$ cat config.mk
export PLATFORM = sky130hd
export DESIGN_NAME = base64_decoder_whitespace_skip_flat
export DESIGN_NICKNAME = d
export VERILOG_FILES = /design/src/sv/b64d_pkg.sv /design/src/sv/b64d_in_if.sv /design/src/sv/b64d_out_if.sv /design/src/sv/b64d_core.sv /design/src/sv/b64d_rbuf.sv /design/src/sv/base64_decoder_whitespace_skip.sv /design/src/flat_wrapper.sv
export SDC_FILE = /design/constraint.sdc
export NUM_CORES = 1
export LEC_CHECK = 0
export BUFFER_PORTS_ARGS = -buffer_cell sky130_fd_sc_hd__buf_2
export CAP_MARGIN = 10
export CORE_UTILIZATION = 35
export CTS_CLUSTER_DIAMETER = 50
export DETAILED_ROUTE_END_ITERATION = 12
export PLACE_DENSITY = 0.49
export SETUP_SLACK_MARGIN = 0.4
export SLEW_MARGIN = 0
export SYNTH_ARGS = -nofsm -noshare
export SYNTH_HDL_FRONTEND = slang
export SYNTH_SLANG_ARGS = --single-unit
export TNS_END_PERCENT = 5
$ cat constraint.sdc
create_clock -name clk -period 16.6 [get_ports clk]
set_clock_uncertainty 0.1 [all_clocks]
set_input_delay 1.66 -clock clk [delete_from_list [all_inputs] [get_ports clk]]
set_output_delay 1.66 -clock clk [all_outputs]
set_load 0.01 [all_outputs]
$ cat src/sv/b64d_pkg.sv
package b64d_pkg;

	// Width of the per-text byte counter; it saturates at all ones.
	localparam int COUNT_WIDTH = 16;

	typedef logic [COUNT_WIDTH-1:0] count_t;

	typedef enum logic [1:0] {
		ST_RUNNING   = 2'd0,
		ST_OK        = 2'd1,
		ST_UNEXP_END = 2'd2,
		ST_INVALID   = 2'd3
	} status_t;

	// Class of one text character.
	typedef struct packed {
		logic       skip;
		logic       pad;
		logic       invalid;
		logic [5:0] value;
	} sym_t;

	typedef struct packed {
		logic [7:0]  data_byte;
		logic        byte_valid;
		status_t     status;
		logic [15:0] bytes_so_far;
		logic        last_of_run;
	} result_t;

	// Results caused by one input item, oldest in entry zero.
	typedef struct packed {
		logic [1:0]        n;
		result_t [2:0]     res;
	} group_t;

	function automatic sym_t classify(input logic [7:0] ch);
		sym_t s;
		s = '0;
		unique case (ch) inside
			8'h20, 8'h0A, 8'h0D: s.skip = 1'b1;
			8'h3D:               s.pad = 1'b1;
			[8'h41:8'h5A]:       s.value = 6'(ch - 8'h41);
			[8'h61:8'h7A]:       s.value = 6'(ch - 8'h47);
			[8'h30:8'h39]:       s.value = 6'(ch + 8'h04);
			8'h2B:               s.value = 6'd62;
			8'h2F:               s.value = 6'd63;
			default:             s.invalid = 1'b1;
		endcase
		return s;
	endfunction

	function automatic count_t count_inc(input count_t c);
		return (c == '1) ? c : count_t'(c + count_t'(1));
	endfunction

	function automatic logic [15:0] count_out(input count_t c);
		logic [31:0] w;
		w = 32'(c);
		return w[15:0];
	endfunction

	function automatic logic count_hit(input count_t c, input logic [15:0] m);
		return 32'(c) == 32'(m);
	endfunction

endpackage

$ cat src/sv/b64d_in_if.sv
interface b64d_in_if;
	logic       valid;
	logic       ready;
	logic [7:0] text_char;
	logic       end_of_text;

	modport source (output valid, output text_char, output end_of_text, input ready);
	modport sink (input valid, input text_char, input end_of_text, output ready);
endinterface

$ cat src/sv/b64d_out_if.sv
interface b64d_out_if;
	logic        valid;
	logic        ready;
	logic [7:0]  data_byte;
	logic        byte_valid;
	logic [1:0]  status;
	logic [15:0] bytes_so_far;
	logic        last_of_run;

	modport source (output valid, output data_byte, output byte_valid, output status,
		output bytes_so_far, output last_of_run, input ready);
	modport sink (input valid, input data_byte, input byte_valid, input status,
		input bytes_so_far, input last_of_run, output ready);
endinterface

$ cat src/sv/b64d_core.sv
module b64d_core (
	input  logic            clk,
	input  logic            arst_n,
	input  logic [15:0]     max_bytes,
	b64d_in_if.sink         text_in,
	input  logic            buf_free,
	output logic            grp_load,
	output b64d_pkg::group_t grp
);
	import b64d_pkg::*;

	logic       valid_s1;
	logic [7:0] char_s1;
	logic       end_s1;

	logic [1:0]  slot_q, slot_d;
	logic [17:0] acc_q, acc_d;
	logic        bad_q, bad_d;
	count_t      cnt_q, cnt_d;
	logic        halted_q, halted_d;
	status_t     fstat_q, fstat_d;

	sym_t        sym;
	logic        is_pad, is_bad, bad_n, complete, pad2, halt;
	logic [5:0]  code;
	logic [23:0] w;
	logic [1:0]  nout, nemit;
	count_t      c1, c2, c3;
	logic        h1, h2, h3;
	logic [7:0]  b0;
	status_t     st;
	logic        fire, accept;

	always_comb begin
		sym = classify(char_s1);
		is_pad = sym.pad && (slot_q >= 2'd2);
		is_bad = sym.invalid || (sym.pad && (slot_q < 2'd2));
		code = sym.value;
		bad_n = bad_q | is_bad;
		pad2 = is_pad && (slot_q == 2'd2);
		complete = pad2 || (slot_q == 2'd3);
		w = {acc_q, code};
		b0 = pad2 ? acc_q[11:4] : w[23:16];
		nout = pad2 ? 2'd1 : (is_pad ? 2'd2 : 2'd3);
		c1 = count_inc(cnt_q);
		c2 = count_inc(c1);
		c3 = count_inc(c2);
		h1 = count_hit(c1, max_bytes);
		h2 = count_hit(c2, max_bytes);
		h3 = count_hit(c3, max_bytes);
		if (h1) begin
			nemit = 2'd1;
		end else if ((nout >= 2'd2) && h2) begin
			nemit = 2'd2;
		end else begin
			nemit = nout;
		end
		halt = (nemit != 2'd3) || h3;
		st = ST_RUNNING;

		slot_d = slot_q;
		acc_d = acc_q;
		bad_d = bad_q;
		cnt_d = cnt_q;
		halted_d = halted_q;
		fstat_d = fstat_q;
		grp = '0;

		if (end_s1) begin
			if (halted_q) begin
				st = fstat_q;
			end else if (slot_q == 2'd0) begin
				st = ST_OK;
			end else begin
				st = ST_UNEXP_END;
			end
			grp.n = 2'd1;
			grp.res[0] = '{data_byte: 8'd0, byte_valid: 1'b0, status: st,
				bytes_so_far: count_out(cnt_q), last_of_run: 1'b1};
			slot_d = '0;
			acc_d = '0;
			bad_d = 1'b0;
			cnt_d = '0;
			halted_d = 1'b0;
			fstat_d = ST_RUNNING;
		end else if (!halted_q && !sym.skip) begin
			if (!complete) begin
				acc_d = {acc_q[11:0], code};
				slot_d = slot_q + 2'd1;
				bad_d = bad_n;
			end else begin
				slot_d = '0;
				acc_d = '0;
				bad_d = 1'b0;
				halted_d = 1'b1;
				if (bad_n) begin
					fstat_d = ST_INVALID;
					grp.n = 2'd1;
					grp.res[0] = '{data_byte: 8'd0, byte_valid: 1'b0, status: ST_INVALID,
						bytes_so_far: count_out(cnt_q), last_of_run: 1'b1};
				end else begin
					halted_d = halt;
					if (halt) begin
						fstat_d = ST_OK;
						st = ST_OK;
					end
					grp.n = nemit;
					grp.res[0] = '{data_byte: b0, byte_valid: 1'b1, status: st,
						bytes_so_far: count_out(c1), last_of_run: (nemit == 2'd1)};
					grp.res[1] = '{data_byte: w[15:8], byte_valid: 1'b1, status: st,
						bytes_so_far: count_out(c2), last_of_run: (nemit == 2'd2)};
					grp.res[2] = '{data_byte: w[7:0], byte_valid: 1'b1, status: st,
						bytes_so_far: count_out(c3), last_of_run: 1'b1};
					if (nemit == 2'd1) begin
						cnt_d = c1;
					end else if (nemit == 2'd2) begin
						cnt_d = c2;
					end else begin
						cnt_d = c3;
					end
				end
			end
		end
	end

	// An item with results waits in stage one until the result buffer frees up.
	assign fire = valid_s1 && ((grp.n == 2'd0) || buf_free);
	assign grp_load = fire && (grp.n != 2'd0);
	assign text_in.ready = !valid_s1 || fire;
	assign accept = text_in.valid && text_in.ready;

	always_ff @(posedge clk or negedge arst_n) begin
		if (!arst_n) begin
			valid_s1 <= 1'b0;
			slot_q <= '0;
			acc_q <= '0;
			bad_q <= 1'b0;
			cnt_q <= '0;
			halted_q <= 1'b0;
			fstat_q <= ST_RUNNING;
		end else begin
			if (accept) begin
				valid_s1 <= 1'b1;
			end else if (fire) begin
				valid_s1 <= 1'b0;
			end
			if (fire) begin
				slot_q <= slot_d;
				acc_q <= acc_d;
				bad_q <= bad_d;
				cnt_q <= cnt_d;
				halted_q <= halted_d;
				fstat_q <= fstat_d;
			end
		end
	end

	always_ff @(posedge clk) begin
		if (accept) begin
			char_s1 <= text_in.text_char;
			end_s1 <= text_in.end_of_text;
		end
	end

endmodule

$ cat src/sv/b64d_rbuf.sv
module b64d_rbuf (
	input  logic             clk,
	input  logic             arst_n,
	input  logic             grp_load,
	input  b64d_pkg::group_t grp,
	output logic             buf_free,
	b64d_out_if.source       result_out
);
	import b64d_pkg::*;

	result_t [2:0] ent_q;
	logic [1:0]    cnt_q;
	logic          pop;

	assign pop = (cnt_q != 2'd0) && result_out.ready;
	assign buf_free = (cnt_q == 2'd0) || ((cnt_q == 2'd1) && pop);

	assign result_out.valid = (cnt_q != 2'd0);
	assign result_out.data_byte = ent_q[0].data_byte;
	assign result_out.byte_valid = ent_q[0].byte_valid;
	assign result_out.status = ent_q[0].status;
	assign result_out.bytes_so_far = ent_q[0].bytes_so_far;
	assign result_out.last_of_run = ent_q[0].last_of_run;

	always_ff @(posedge clk or negedge arst_n) begin
		if (!arst_n) begin
			cnt_q <= '0;
		end else if (grp_load) begin
			cnt_q <= grp.n;
		end else if (pop) begin
			cnt_q <= cnt_q - 2'd1;
		end
	end

	always_ff @(posedge clk) begin
		if (grp_load) begin
			ent_q <= grp.res;
		end else if (pop) begin
			ent_q[0] <= ent_q[1];
			ent_q[1] <= ent_q[2];
		end
	end

endmodule

$ cat src/sv/base64_decoder_whitespace_skip.sv
// Base64 text decoder with whitespace skipping.
//
// The text_in channel takes one character per transaction, or an end item
// when end_of_text is set. The result_out channel gives the results of each
// item in order: decoded bytes, or a status result for an invalid quad and
// for the end of a text. last_of_run marks the final result of one item.
// The cfg_we/cfg_wdata port writes max_bytes, the byte limit of one text. The
// user writes it only while the block is idle; the block does not enforce it.
//
// An accepted item is registered in the input stage, is decoded there and
// its results are loaded into a three-entry result buffer. One item is
// accepted per cycle while the input stage does not stall. The result buffer
// sends one result per cycle while the receiver is ready, so an item that
// causes results stalls in the input stage while the buffer still holds
// results of an earlier item, for example an end item right after a quad
// that gave three bytes. When the receiver stalls, the buffer holds its
// results and text_in drops ready once such an item is waiting.
// Reset clears the decoder state and the buffer and sets max_bytes to 65535.
module base64_decoder_whitespace_skip (
	input  logic        clk,
	input  logic        arst_n,
	input  logic        cfg_we,
	input  logic [15:0] cfg_wdata,
	b64d_in_if.sink     text_in,
	b64d_out_if.source  result_out
);
	import b64d_pkg::*;

	logic [15:0] max_bytes_q;
	logic        buf_free;
	logic        grp_load;
	group_t      grp;

	// The byte limit register; zero is never reached and so means no limit.
	always_ff @(posedge clk or negedge arst_n) begin
		if (!arst_n) begin
			max_bytes_q <= 16'hFFFF;
		end else if (cfg_we) begin
			max_bytes_q <= cfg_wdata;
		end
	end

	// Input stage with the decoder state and the per-item decode logic.
	b64d_core u_core (
		.clk      (clk),
		.arst_n   (arst_n),
		.max_bytes(max_bytes_q),
		.text_in  (text_in),
		.buf_free (buf_free),
		.grp_load (grp_load),
		.grp      (grp)
	);

	// Result buffer that serializes up to three results per item.
	b64d_rbuf u_rbuf (
		.clk       (clk),
		.arst_n    (arst_n),
		.grp_load  (grp_load),
		.grp       (grp),
		.buf_free  (buf_free),
		.result_out(result_out)
	);

endmodule

$ cat src/flat_wrapper.sv
// flat-port wrapper written by rule: the top's interface ports become plain ports
module base64_decoder_whitespace_skip_flat import b64d_pkg::*;
  (clk, arst_n, cfg_we, cfg_wdata, text_in_valid, text_in_text_char, text_in_end_of_text, text_in_ready, result_out_valid, result_out_data_byte, result_out_byte_valid, result_out_status, result_out_bytes_so_far, result_out_last_of_run, result_out_ready);
  b64d_in_if text_in_i ();
  b64d_out_if result_out_i ();
  input  logic clk;
  input  logic arst_n;
  input  logic cfg_we;
  input  logic [15:0] cfg_wdata;
  input wire logic [$bits(text_in_i.valid)-1:0] text_in_valid;
  input wire logic [$bits(text_in_i.text_char)-1:0] text_in_text_char;
  input wire logic [$bits(text_in_i.end_of_text)-1:0] text_in_end_of_text;
  output wire logic [$bits(text_in_i.ready)-1:0] text_in_ready;
  output wire logic [$bits(result_out_i.valid)-1:0] result_out_valid;
  output wire logic [$bits(result_out_i.data_byte)-1:0] result_out_data_byte;
  output wire logic [$bits(result_out_i.byte_valid)-1:0] result_out_byte_valid;
  output wire logic [$bits(result_out_i.status)-1:0] result_out_status;
  output wire logic [$bits(result_out_i.bytes_so_far)-1:0] result_out_bytes_so_far;
  output wire logic [$bits(result_out_i.last_of_run)-1:0] result_out_last_of_run;
  input wire logic [$bits(result_out_i.ready)-1:0] result_out_ready;
  assign text_in_i.valid = text_in_valid;
  assign text_in_i.text_char = text_in_text_char;
  assign text_in_i.end_of_text = text_in_end_of_text;
  assign text_in_ready = text_in_i.ready;
  assign result_out_valid = result_out_i.valid;
  assign result_out_data_byte = result_out_i.data_byte;
  assign result_out_byte_valid = result_out_i.byte_valid;
  assign result_out_status = result_out_i.status;
  assign result_out_bytes_so_far = result_out_i.bytes_so_far;
  assign result_out_last_of_run = result_out_i.last_of_run;
  assign result_out_i.ready = result_out_ready;
  base64_decoder_whitespace_skip u_core (.clk(clk), .arst_n(arst_n), .cfg_we(cfg_we), .cfg_wdata(cfg_wdata), .text_in(text_in_i), .result_out(result_out_i));
endmodule
; ---- After elaboration in Yosys (flattened, before gate mapping)
; Cells that the tools add are included.
[totals]
inputBits = 30
ff_bits = 152
[classes]
eq_ne = 19
bitwise_logic = 3
order_cmp = 9
addsub = 8
reduce_logical = 40
muxes = 53
[op_table]
columns = cell, count
row1 = $mux W86, 2
row2 = $mux W56, 3
row3 = $mux W16, 9
row4 = $mux W28, 3
row5 = $mux W18, 3
row6 = $add A16 B1 Y16 const B, 3
row7 = $eq A16 B16 Y1, 3
row8 = $eq A16 B16 Y1 const B, 3
row9 = $mux W2, 17
row10 = $eq A8 B6 Y1 const B, 4
row11 = $pmux W6 S5, 1
row12 = $eq A8 B4 Y1 const B, 2
row13 = $ge A8 B7 Y1 const B, 2
row14 = $le A8 B7 Y1 const B, 2
row15 = $mux W1, 14
row16 = $logic_and A1 B1 Y1, 13
row17 = $reduce_bool A2 Y1, 6
row18 = $reduce_or A9 Y1, 1
row19 = $ge A8 B6 Y1 const B, 1
row20 = $le A8 B6 Y1 const B, 1
row21 = $mux W8, 1
row22 = $reduce_and A4 Y1, 2
row23 = $add A6 B3 Y6 const B, 1
row24 = $eq A2 B2 Y1 const B, 3
row25 = other kinds (18), 32

; ---- Depth between registers and ports, before layout
[logic_depth]
depth_word = 22
depth_mapped = 27
depth_no_buf = 23

; ---- By module
; From an unflattened synthesis, not the netlist that was laid out.
[hier_totals]
hier_cells = 1130
area_unflattened_um2 = 10899.2
[modules_own_cells]
columns = module, instances, seq_area_each_um2, cells_per_inst, area_each_um2
row1 = b64d_core, 1, 1296.2, 905, 6683.9
row2 = b64d_rbuf, 1, 2572.5, 191, 3545.9
row3 = base64_decoder_whitespace_skip, 1, 420.4, 34, 669.4

; ---- Worst setup path before layout
; OpenSTA, ideal clock, no wires.
[synth_timing]
path_type = reg-to-reg
start = register u_core.u_core.cnt_q[1]
end = register u_core.u_core.fstat_q[1]
arrival_time_ps = 6031
stages_incl_launch_ff = 26
required_time_ps = 16380
slack_ps = 10350
cell_sequence = dfrtp_1 -> ha_1 -> buf_2 -> and4_1 -> and4_1 -> buf_4 -> xnor2_1 -> ha_1 -> clkbuf_1 -> inv_1 -> nor4_1 -> a31oi_1 -> a2111o_1 -> nor4_4 -> mux2_2 -> ha_1 -> and2_1 -> a32o_1 -> and2_1 -> buf_2 -> a32o_1 -> or4_1 -> nor4_1 -> and4_1 -> o21ai_0 -> a31o_1
[synth_between]
elab_chain_cells = 16
elab_cells_between_ends = 26
cone_classes = add/sub (3) / eq/ne (7) / mux (9) / reduce/logical (7)
[synth_lines]
columns = item, line_no
row1 = "start, declared", b64d_core.sv:19  ; count_t cnt_q, cnt_d;
row2 = "start signal, assigned", b64d_core.sv:151  ; cnt_q <= cnt_d;
row3 = $add A16 B1 Y16 or $eq A16 B16 Y1 (tied branches), b64d_pkg.sv:54  ; return (c == '1) ? c : count_t'(c + count_t'(1));
row4 = $mux W16 (*), b64d_pkg.sv:54
row5 = "parallel branches: the longest is 13 deep, another holds $add A16 B1 Y16", -
row6 = $reduce_and A4 Y1 (no source line) (*), -
row7 = "end signal, assigned", b64d_core.sv:153  ; fstat_q <= fstat_d;
row8 = "end, declared", b64d_core.sv:21  ; status_t fstat_q, fstat_d;
; Mark *: on every way between the ends.
; A chain may end at the register's enable or synchronous reset.

; ---- Final worst setup path
[layout_timing]
start = register u_core.u_core.cnt_q[0]
end = register u_core.u_core.fstat_q[1]
; The elaborated chain is that of the path after synthesis.

==> impl_results.md <==
* Slew headroom at between 10% and 20%
* Run status: completed
* # diodes at 0
* Gr usage total at between 20% and 30%
* Via-to-Cell Ratio at 5.793
* Compound-Gate Fraction of Synth Area at between 20 and 25%
* CTS clk-pin slew, worst paths at about 70 ps
* CTS Buffer Depth at 2
* Setup TNS at 0 ps
* Largest net degree at the start of global routing at 60
* Share of cells above drive strength 1 at around 16%
* Post-synthesis mux area share at under 10%
* Post-Syn Area per Cell at slightly above 9 um^2
* Critical path cell sequence: ha_1 > and4_1 > and4_1 > xnor2_1 > ha_1 > inv_1 > nor4_1 > a31oi_1 > a2111o_1 > nor4_4 > xnor2_1 > ha_1 > and2_1 > a32o_1 > and2_1 > nand3_1 > mux2i_1 > o21ai_0 > a2111oi_0 > and4_1 > o21ai_0 > a31o_1
* Warnings from Yosys at 0
* Sequential-to-total area share from yosys stat at 42.95%
* Initial antenna violation count at 0
* Buffers on Ports at roughly 60
* Top cells by area, synth: edfxtp_1, dfrtp_1, nand2_1
* Yosys cell types at 92
* Cts repair resizes at 0
* Worst-path fanout max at 13
* CP delay by family, top: simple AND/OR/NAND/NOR gates
* Setup violations, final at 0
* First-iteration detailed-routing DRC count at 833
* Die area at between 20000 and 30000 um^2
* Routability congestion estimate at between 0.9 and 1
* Net Count, Synth at between 1000 and 1500
* EDFF count, synth at 90
* Buffers plus inverters on the worst setup path at 1
* First-pass GRT wire length at between 50 and 60 mm
* CTS Root Cell: clkbuf_16
* Synth Instances at ~1100
* Leak at a little over 4 nW
* Data arrival time of the worst path at between 7000 and 8000 ps
* Area share of the largest cell type after synthesis at between 20% and 30%
* Core box area at 27180 um^2
* DRC at 0
* XOR/XNOR Fraction of Synth Area at roughly 5.5%
* Commonest non-fill, non-tap cell in the layout: nand2_1
* Synth Register Bits at around 150
* Num CTS Buffers at 17
* Maximum clock rate at 131.5 MHz
* CP max-delay cell: and4_1
* WL/cell at ~23 um
* Startpoint types: flop
* Main combinational cell family by area after synthesis: compound AO/OA/AOI/OAI gates
* Largest stage delay, worst path at around 540 ps
* Post-Syn Area at between 9000 and 10000 um^2
* Hold WC Path Type: flop to flop
* FILL cells at roughly 2800
* Power Dens Cells at 121.1 nW/um^2
* Dominant synthesized flop cell: edfxtp_1
* Number of routed nets with antenna violations at 0
* Ys async rst share at between 30% and 40%
* Minimum clock period after layout at roughly 7600 ps
* H-Tree Level Count at 4
* RSZ-0062 raised after global routing: no
* Final Util at ~40%
* Max-cap violations at 0
* Row count at 60
* # hold bufs at CTS at 0
* Worst skew pair latency at 430 ps
* Largest area contributor in the netlist: edfxtp_1
* Critical Path RT at between 15000 and 20000 ps
* Starting Density at 35.97%
* Vias in the first global route at roughly 8000
* Detailed Route WL at between 30 and 40 mm
* Gr ovfl total at 0
* Worst-margin pin slew at 1201 ps
* CP Capture Type: flop
* Setup Crit Path Kind: flop to flop
* Die extent in x at roughly 170 um
* Area grow syn2layout at 10.32%
* Max-slew violation count at 0
* Die H at 169.1 um
* Worst vdd ir at 0.00005298 V
* Simple-gate share of the synthesized area at 19.03%
* Nets at 1100
* Synth Area in Adders at between 1.5 and 2%
* Fin crit share at 45.80%
* Number of I/O pins at 60
* Setup bufs post-CTS at 0
* Clock tree sinks at roughly 150
* Setup slack, reg-to-reg at ~9000 ps
* Fin. Hold Viols at 0
* Overall power at around 1.3 mW
* TritonCTS clock tree: built
* Drt pass-1 iters at 5
* Commonest non-fill, non-tap cells in the layout: nand2_1, nor2_1, edfxtp_1
* DP Wirelength at approximately 24 mm
* Via Count at around 8300
-- area by class of cell --
class / count / area [um^2] / share of cell area [%]
Timing Repair Buffer: 71 / 385.4 / 3.574
Multi-Input combinational cell: 784 / 5002 / 46.39
Sequential cell: 149 / 4199 / 38.94
Tap cell: 372 / 465.4 / 4.316
Inverter: 33 / 123.9 / 1.149
Clock buffer: 17 / 425.4 / 3.945
Clock inverter: 15 / 182.7 / 1.694
-- synth_stat cells (16+ instances only) --
master    number
a21oi_1       48
a22o_1        19
and2_1        16
buf_4         28
clkbuf_1      45
dfrtp_1       43
dfstp_2       16
edfxtp_1      90
inv_1         33
mux2_2        19
mux2i_1       18
nand2_1      138
nand3_1       19
nor2_1        91
nor3_1        31
o21ai_0       68
xnor2_1       37
xor2_1        24
-- routing by layer --
| layer | GRT usage [%] | wire (um) | vias to the layer above |
|---|---|---|---|
| met5 | 0 | 0 | - |
| met4 | 6.698 | 679 | 0 |
| met3 | 4.372 | 2387 | 46 |
| met2 | 35.98 | 14480 | 364 |
| met1 | 35.46 | 16040 | 4053 |
| li1 | - | - | 3885 |
-- cell families (layout without fill, tap and decap cells) --
logic type | Yosys count | in the layout
compound gates | 286 | 286
xor+xnor | 61 | 61
fa+ha+maj | 14 | 14
buf+inv | 126 | 136
flops | 149 | 149
mux | 37 | 37
simple gates | 386 | 386
-- worst min-delay path, cell delays in order, from the launching register on --
cell and delay (ps):
dfrtp_1 340, nand2_1 50, o31ai_1 50
-- per-stage QoR --
step	hold slack, ps	setup WS [ps]	cells	area (um^2)
after floorplan	348.5	10350	1059	9776
after global placement	360.0	9267	1409	10180
after detailed placement	370.7	9112	1409	10180
after CTS	386.5	9084	1441	10780
after global routing	421.3	8390	1441	10780
final	383.2	8997	1441	10780
-- report_power, final --
group	internal [mW]	leakage (nW)	switching, mW
combinational	0.111	2.11	0.211
sequential	0.525	1.64	0.0508
clock	0.217	0.291	0.193
total	0.852	4.04	0.455
-- registers in the layout, summed over array words and instances (netlist names) --
name and flops:
u_core.u_rbuf.result_out.byte_valid 1, u_core.u_rbuf.cnt_q 2, u_core.u_core.end_s1 1, u_core.u_rbuf.result_out.last_of_run 1
u_core.max_bytes_q 16, u_core.u_rbuf.result_out.status 2, u_core.u_core.slot_q 2, u_core.u_rbuf.ent_q 53
u_core.u_core.acc_q 18, u_core.u_core.halted_q 1, u_core.u_rbuf.result_out.data_byte 8, u_core.u_core.valid_s1 1
u_core.u_core.fstat_q 2, u_core.u_core.bad_q 1, u_core.u_core.char_s1 8, u_core.u_rbuf.result_out.bytes_so_far 16
u_core.u_core.cnt_q 16
-- final timing paths --
| check | from | endpoint | cells after the start |
|---|---|---|---|
| setup / recovery | u_core.u_core.cnt_q[0] | u_core.u_core.fstat_q[1] | 22 |
| hold / removal | u_core.u_core.acc_q[0] | u_core.u_core.acc_q[0] | 2 |
| setup reg to reg | u_core.u_core.cnt_q[0] | u_core.u_core.fstat_q[1] | 22 |
| hold reg to reg | u_core.u_core.acc_q[0] | u_core.u_core.acc_q[0] | 2 |
| max in group asynchronous | arst_n | u_core.u_core.cnt_q[5] | 2 |
| min in group asynchronous | arst_n | u_core.u_rbuf.cnt_q[1] | 2 |
Note: power is estimated with default switching activity, not from simulation.
